### config.mk
export PLATFORM = sky130hd
export DESIGN_NAME = rpfa_front
export DESIGN_NICKNAME = d
export VERILOG_FILES = /design/src/rtl/core/rpfa_pkg.sv /design/src/rtl/core/rpfa_front.sv
export SDC_FILE = /design/constraint.sdc
export NUM_CORES = 1
export LEC_CHECK = 0
export BUFFER_PORTS_ARGS = -buffer_cell sky130_fd_sc_hd__buf_2
export CAP_MARGIN = 15
export CORE_MARGIN = 4
export CORE_UTILIZATION = 55
export CTS_CLUSTER_SIZE = 40
export DETAILED_ROUTE_END_ITERATION = 6
export GPL_TIMING_DRIVEN = 0
export PLACE_DENSITY = 0.83
export RECOVER_POWER = 100
export SETUP_SLACK_MARGIN = 0.2
export SYNTH_ARGS = -nofsm -noshare
export SYNTH_HDL_FRONTEND = slang
export SYNTH_SLANG_ARGS = --single-unit
### constraint.sdc
create_clock -name clk -period 2.9 [get_ports clk]
set_input_delay 0.29 -clock clk [delete_from_list [all_inputs] [get_ports clk]]
set_output_delay 0.29 -clock clk [all_outputs]
set_load 0.005 [all_outputs]
### src/rtl/core/rpfa_pkg.sv
// shared types, codes and defaults for the refcounted page frame allocator
package rpfa_pkg;

  localparam int ADDR_W = 36;
  localparam int CNT_W  = 16;
  localparam int CFG_W  = 32;

  localparam int                NUM_FRAMES_DEF = 32768;
  localparam int                PAGE_SHIFT_DEF = 12;
  localparam logic [ADDR_W-1:0] MEM_BASE_DEF   = 36'h0_8000_0000;

  localparam logic [CFG_W-1:0] FIRST_USABLE_RESET = 32'h8000_0000;
  localparam logic [CNT_W-1:0] COUNT_MAX          = 16'hFFFF;

  localparam int QUEUE_DEPTH = 2;

  typedef enum logic [1:0] {
    FUNC_ALLOC = 2'd0,
    FUNC_FREE  = 2'd1,
    FUNC_INC   = 2'd2,
    FUNC_DEC   = 2'd3
  } func_t;

  typedef enum logic [1:0] {
    ST_OK  = 2'd0,
    ST_OOM = 2'd1,
    ST_BAD = 2'd2,
    ST_NEG = 2'd3
  } status_t;

  typedef struct packed {
    func_t             func;
    logic [ADDR_W-1:0] phys_addr;
  } in_item_t;

  typedef struct packed {
    logic [ADDR_W-1:0] alloc_addr;
    status_t           status;
    logic [CNT_W-1:0]  ref_count;
    logic              frame_freed;
  } out_item_t;

  typedef struct packed {
    func_t op;
    logic  bad;
  } rpfa_cmd_t;

endpackage

### src/rtl/core/rpfa_front.sv
// front end: config register, request classification and the command queue
module rpfa_front import rpfa_pkg::*; #(
  parameter int                NUM_FRAMES = NUM_FRAMES_DEF,
  parameter int                PAGE_SHIFT = PAGE_SHIFT_DEF,
  parameter logic [ADDR_W-1:0] MEM_BASE   = MEM_BASE_DEF,
  localparam int               FW         = $clog2(NUM_FRAMES)
) (
  input  logic             clk,
  input  logic             rst_n,
  input  logic             in_valid,
  output logic             in_ready,
  input  in_item_t         in_data,
  input  logic             cfg_we,
  input  logic [CFG_W-1:0] cfg_wdata,
  input  logic             blocked,
  output logic             q_valid,
  output rpfa_cmd_t        q_cmd,
  output logic [FW-1:0]    q_frame,
  input  logic             q_pop
);

  localparam int EXT_W = ADDR_W + 2;
  localparam int QPW   = (QUEUE_DEPTH > 1) ? $clog2(QUEUE_DEPTH) : 1;
  localparam int QCW   = $clog2(QUEUE_DEPTH + 1);
  localparam logic [EXT_W-1:0] PHYS_STOP =
    EXT_W'(MEM_BASE) + (EXT_W'(NUM_FRAMES) << PAGE_SHIFT);

  logic [CFG_W-1:0]  first_usable_r;
  logic [ADDR_W-1:0] pa;
  logic [ADDR_W-1:0] offs;
  logic              in_range;
  logic              aligned;
  logic              above_fu;
  rpfa_cmd_t         cmd;
  logic [FW-1:0]     frame;
  logic              push;

  rpfa_cmd_t     cmd_mem   [QUEUE_DEPTH];
  logic [FW-1:0] frame_mem [QUEUE_DEPTH];
  logic [QPW-1:0] wr_ptr_r, rd_ptr_r;
  logic [QCW-1:0] count_r;

  always_ff @(posedge clk) begin
    if (!rst_n) begin
      first_usable_r <= FIRST_USABLE_RESET;
    end else if (cfg_we) begin
      first_usable_r <= cfg_wdata;
    end
  end

  assign pa       = in_data.phys_addr;
  assign offs     = pa - MEM_BASE;
  assign frame    = FW'(offs >> PAGE_SHIFT);
  assign in_range = (pa >= MEM_BASE) && ({2'b00, pa} < PHYS_STOP);
  assign aligned  = (pa[PAGE_SHIFT-1:0] == '0);
  assign above_fu = (pa >= ADDR_W'(first_usable_r));

  always_comb begin
    cmd.op  = in_data.func;
    cmd.bad = 1'b0;
    unique case (in_data.func)
      FUNC_ALLOC: cmd.bad = 1'b0;
      FUNC_FREE:  cmd.bad = !(aligned && above_fu && in_range);
      FUNC_INC,
      FUNC_DEC:   cmd.bad = !in_range;
    endcase
  end

  assign in_ready = (count_r != QCW'(QUEUE_DEPTH)) && !blocked;
  assign push     = in_valid && in_ready;
  assign q_valid  = (count_r != '0);
  assign q_cmd    = cmd_mem[rd_ptr_r];
  assign q_frame  = frame_mem[rd_ptr_r];

  always_ff @(posedge clk) begin
    if (push) begin
      cmd_mem[wr_ptr_r]   <= cmd;
      frame_mem[wr_ptr_r] <= frame;
    end
  end

  always_ff @(posedge clk) begin
    if (!rst_n) begin
      wr_ptr_r <= '0;
      rd_ptr_r <= '0;
      count_r  <= '0;
    end else begin
      if (push) begin
        wr_ptr_r <= (wr_ptr_r == QPW'(QUEUE_DEPTH - 1)) ? '0 : wr_ptr_r + 1'b1;
      end
      if (q_pop) begin
        rd_ptr_r <= (rd_ptr_r == QPW'(QUEUE_DEPTH - 1)) ? '0 : rd_ptr_r + 1'b1;
      end
      if (push && !q_pop) begin
        count_r <= count_r + 1'b1;
      end else if (q_pop && !push) begin
        count_r <= count_r - 1'b1;
      end
    end
  end

endmodule

==> out/qor.csv, run 1 <==
metric,value,unit
outcome,"complete, but fails checks",
violations,"max-capacitance violations, max-slew violations",
synthSimpleGateAreaFrac,12.0,%
peakVddDrop,0.000379,V
timing.final.crit_share,80.9,%
wire_per_inst,14.9,microns
yosysTopAreaCellShare,30.2,%
dr.first_iter.drc_count,65,
hold_buffers,0,
setup_slack,553,ps
core_area,6350,sq um
antenna_found_initial,0,
synth_top_family_by_area,multiplexers,
synth_adder_area_share,11.5,%
required,2840,ps
synth_compound_area_share,5.87,%
cts_tree,done,
grt_pass1_wl,11900,microns
port_buffers,94,
grt_use_met1,23.0,%
start_util,56.4,%
crit_arrival,2290,ps
rows,29,
max_stage_delay,1140,ps
reg2reg_to,cmd_mem[0][0],
grt_pass1_vias,2721,
power_leakage,1.84,nW
finalSetupViolations,0,
synth-seq-cells,73,
cts_setup_buffers,0,
hp-class,input port to register,
finClkSkew,7.56,ps
worst_slew_pin_slew,1520,ps
design_area,4350,sq um
cp_top_family,simple AND/OR/NAND/NOR gates,
cp-start-kind,register,
die_y,88.7,microns
die_x,88.7,microns
synthCells,306,
cap_violations,1,
power_density,571,nW/um^2
rsz0062_at_grt,false,
mappedNetlistArea,3580,sq um
fmax,426,MHz
critical_path_class,register to register,
drive_gt1_share,26.0,%
crit_buf_inv,1,
utilization,68.5,%
drc,0,
worstSkewPairLatency,340,ps
clk_pin_slew,80,ps
muxShareOfSynthArea,14.3,%
layout_min_cycle_time,2350,ps
grt.busiest_layer,met2,
antenna_left,0,
htree_levels,3,
p_total,2.48,mW
worstSetupEndpointType,register,
area_growth,21.4,%
crit_path_max_fanout,19,
synth_area_leaders,"edfxtp_1 30%, dfxtp_1 21%, ha_1 12%",
slew_viol_final,20,
synth_top_area_cell,edfxtp_1,
place_ws,752,ps
dpl.hpwl,5790,microns
viasPerCell,5.22,
path_cells,inv_1 -> a21oi_1 -> nand2_1 -> nor2_1,
r2r-start,count_r[0],
holdPathEnd,first_usable_r[31],
yosysWarnings,0,
hold_depth,3,
crit_path_top_delay_cell,nor2_1,
via_count,2571,
ys_seq_area_share,50.8,%
firstDrtPassIters,4,
relSlewSlack,-1.57,%
routabilityCongestion,0.828,
io_pins,96,
antennaDiodeCount,0,
synth_nets,415,
cts_root_buf,clkbuf_8,
grt_overflow,0,
numCtsBuffers,9,
final_nets,520,
synthXorXnorAreaFrac,0.733,%
synth-edff-count,36,
cts.repair.resized,0,
cts_sinks,73,
fin_tns_setup,0,ps
grt_util_met3,4.28,%
grt_use_met2,34.3,%
totalWireLength,7330,microns
die_area,7870,sq um
clockBufferDepth,2,
reg2regPathDepth,4,
async_flop_share,0,%
grt_usage,19.8,%
grt_max_degree,20,
postSynthAreaPerCell,11.7,sq um
rrSetupSlack,550,ps
synthFlopType,dfxtp_1,
post_synth_num_cell_types,41,
worstHoldStart,cfg_wdata[31],
placed_cell_area,4150,sq um
finalHoldViolCount,0,
worst register-to-register path: stages (launching register included):
cell,delay [ps]
dfxtp_1,410
inv_1,60
a21oi_1,220
nand2_1,120
nor2_1,1140
cell usage in the layout (no fill, tap or decap), types with 5 or more instances in the layout:
master	synthesis	routed
mux2i_1	31	31
clkbuf_1	5	36
ha_1	33	33
mux2_2	18	18
nand2_1	12	12
clkbuf_8	0	9
edfxtp_1	36	36
a21oi_1	13	13
dfxtp_1	37	37
buf_2	3	68
inv_1	35	35
nor2b_1	31	31
nor2_1	5	5
synthesized netlist by cell type, types with 5 or more instances:
cell type	number
ha_1	33
nand2_1	12
a21oi_1	13
dfxtp_1	37
edfxtp_1	36
nor2_1	5
inv_1	35
mux2_2	18
nor2b_1	31
clkbuf_1	5
mux2i_1	31
worst max-delay path by stage:
stage / startpoint / to / depth (start not counted) / slack, ps
2_1_floorplan: count_r[0] / cmd_mem[0][0] / 4 / 940
3_3_place_gp: count_r[0] / frame_mem[0][11] / 4 / 590
3_5_place_dp: in_data[18] / cmd_mem[1][0] / 8 / 750
4_1_cts: register / q_frame[12] / 4 / 510
5_1_grt: count_r[0] / cmd_mem[0][0] / 4 / 250
6_report: count_r[0] / cmd_mem[0][0] / 4 / 550
per-layer routing:
| metal | part of all wire [%] | vias up | wire length (microns) |
|---|---|---|---|
| li1 | - | 1290 | - |
| met1 | 42 | 1192 | 3090 |
| met2 | 49 | 71 | 3580 |
| met3 | 6.4 | 18 | 470 |
| met4 | 2.5 | 0 | 183 |
| met5 | 0 | - | 0 |
registers in the layout, summed over array words and instances (netlist names), named ones only:
register / count
count_r: 2
wr_ptr_r: 1
first_usable_r: 32
rd_ptr_r: 1
frame_mem: 30
cmd_mem: 6
kinds of logic after synthesis:
group,Yosys count
and+or+nand+nor,72
DFF,73
buffers and inverters,44
muxes,49
xor gates and xnor gates,3
AOI/OAI and AO/OA,32
adders and majority gates,33
stage by stage:
step | hold WS (ps) | std cells
final | 188 | 493
after global placement | 491 | 477
after CTS | 145 | 493
after global routing | 199 | 493
after detailed placement | 504 | 477
after floorplan | 389 | 306
report_power, final:
group,total (mW),internal (mW),switching [mW]
clock,0.963,0.576,0.386
combinational,0.355,0.176,0.178
sequential,1.17,1.14,0.0242
cell type report:
| class | count | area [sq um] |
|---|---|---|
| buffer | 9 | 33.8 |
| inverter | 35 | 131 |
| fill | 495 | 2000 |
| multi-input combinational | 189 | 1590 |
| timing repair buffer | 94 | 438 |
| clock inverter | 6 | 115 |
| sequential | 73 | 1820 |
| tap | 77 | 96.3 |
| clock buffer | 10 | 128 |
Note: power is estimated with default switching activity, not from simulation.
==> inputs of run 2 (changes only) <==
--- a/config.mk
+++ b/config.mk
@@ -8,11 +8,11 @@
 export BUFFER_PORTS_ARGS = -buffer_cell sky130_fd_sc_hd__buf_2
 export CAP_MARGIN = 15
 export CORE_MARGIN = 4
-export CORE_UTILIZATION = 55
+export CORE_UTILIZATION = 47
 export CTS_CLUSTER_SIZE = 40
 export DETAILED_ROUTE_END_ITERATION = 6
 export GPL_TIMING_DRIVEN = 0
-export PLACE_DENSITY = 0.83
+export PLACE_DENSITY = 0.75
 export RECOVER_POWER = 100
 export SETUP_SLACK_MARGIN = 0.2
 export SYNTH_ARGS = -nofsm -noshare
==> constraint.sdc (replaced) <==
create_clock -name clk -period 2.1 [get_ports clk]
set_input_delay 0.21 -clock clk [delete_from_list [all_inputs] [get_ports clk]]
set_output_delay 0.21 -clock clk [all_outputs]
set_load 0.005 [all_outputs]
==> out/qor.csv, run 2 (same netlist as run 1, synthesis figures left out) <==
metric,value,unit
outcome,"finished, final reports clean",
hold_buffers,0,
start_util,48.9,%
antennaDiodeCount,0,
die_x,95.3,microns
p_total,3.30,mW
via_count,2591,
antenna_left,0,
grt_pass1_vias,2590,
wire_per_inst,14.8,microns
peakVddDrop,0.000366,V
area_growth,31.5,%
worstSkewPairLatency,350,ps
dpl.hpwl,5650,microns
drive_gt1_share,43.6,%
cts_sinks,73,
firstDrtPassIters,4,
grt_max_degree,20,
grt_usage,17.7,%
hp-class,input port to register,
power_density,700,nW/um^2
worstSetupEndpointType,register,
die_area,9080,sq um
slew_viol_final,0,
fmax,507,MHz
htree_levels,3,
grt_pass1_wl,12100,microns
final_nets,528,
dr.first_iter.drc_count,26,
finalSetupViolations,0,
core_area,7330,sq um
cts_root_buf,clkbuf_8,
cap_violations,0,
rows,31,
clockBufferDepth,2,
max_flop_register,first_usable_r,
fin_tns_setup,0,ps
io_pins,96,
crit_path_max_fanout,2,
antenna_found_initial,1,
clk_pin_slew,80,ps
reg_top3,"first_usable_r: 32 flops, frame_mem: 30 flops, cmd_mem: 6 flops",
rsz0062_at_grt,true,
timing.final.crit_share,94.0,%
critical_path_class,register to register,
numCtsBuffers,9,
cts_tree,done,
fin_hold_ws,72.7,ps
cp-start-kind,register,
crit_arrival,2150,ps
final_cell_mix,"73 x buf_2, 36 x edfxtp_1, 31 x mux2i_1, 31 x nor2b_1, 29 x clkbuf_1",
grt_overflow,0,
final_common_cell,buf_2,
drc,0,
routabilityCongestion,0.811,
power_leakage,1.92,nW
relSlewSlack,37.1,%
die_y,95.3,microns
port_buffers,94,
largest_reg_flops,32,
finClkSkew,10.4,ps
layout_min_cycle_time,1970,ps
required,2280,ps
finalHoldViolCount,0,
totalWireLength,7750,microns
viasPerCell,4.95,
worst_slew_pin_slew,942,ps
run 2: final timing paths:
| check | from | end | slack (ps) | cells after the start |
|---|---|---|---|---|
| hold / removal | cfg_wdata[31] | first_usable_r[31] | 70 | 3 |
| hold reg to reg | first_usable_r[15] | first_usable_r[15] | 510 | 2 |
| setup reg to reg | first_usable_r[31] | cmd_mem[1][0] | 130 | 9 |
| setup / recovery | first_usable_r[31] | cmd_mem[1][0] | 130 | 9 |
run 2: through the flow:
stage / cell area [sq um] / std cells / worst slack (ps) / utilization (%)
global placement: 4180 / 499 / 38.9 / 57.0
floorplan: 3590 / 306 / 207 / -
detailed placement: 4180 / 499 / 49.0 / 57.0
finish: 4710 / 523 / 127 / 64.3
global route: 4710 / 523 / -1.14 / 64.3
CTS: 4610 / 519 / 202 / 62.8
run 2: timing repair:
item                                    CTS  global route
endpoints found under the setup margin   30            28
buffers inserted                          4             4
resized for setup                        42            29
hold endpoints to repair                  0             0
pin swaps                                22            15
gates cloned                              0             0
run 2: worst max-delay path, stage by stage (launching register included):
cell and delay (ps):
dfxtp_2 330, inv_2 40, ha_4 240, nand4_1 160, nor3_4 60, buf_4 130
a22oi_2 140, o211ai_1 120, o311a_1 340, a211oi_2 230
run 2: where the power goes:
part | leakage (nW) | switching [mW] | total [mW] | internal [mW]
clock network | 0.0994 | 0.549 | 1.10 | 0.548
logic | 1.18 | 0.285 | 0.584 | 0.299
registers | 0.642 | 0.0352 | 1.62 | 1.58
total | 1.92 | 0.869 | 3.30 | 2.43
run 2: area by class of cell:
| type | instances | area (sq um) |
|---|---|---|
| Clock buffer | 9 | 124 |
| Fill cell | 603 | 2620 |
| Inverter | 35 | 131 |
| Sequential cell | 73 | 1850 |
| Timing Repair Buffer | 102 | 503 |
| Buffer | 9 | 36.3 |
| Multi-Input combinational cell | 189 | 1880 |
| Clock inverter | 7 | 70.1 |
| Tap cell | 99 | 124 |
run 2: per-layer routing:
metal  vias up  GRT usage [%]  part of all wire [%]
met5         -              0                  0.15
met4         2           6.85                   1.6
met3        16           5.29                   5.6
met2        64           30.2                    49
met1      1209           20.8                    43
li1       1300              -                     -
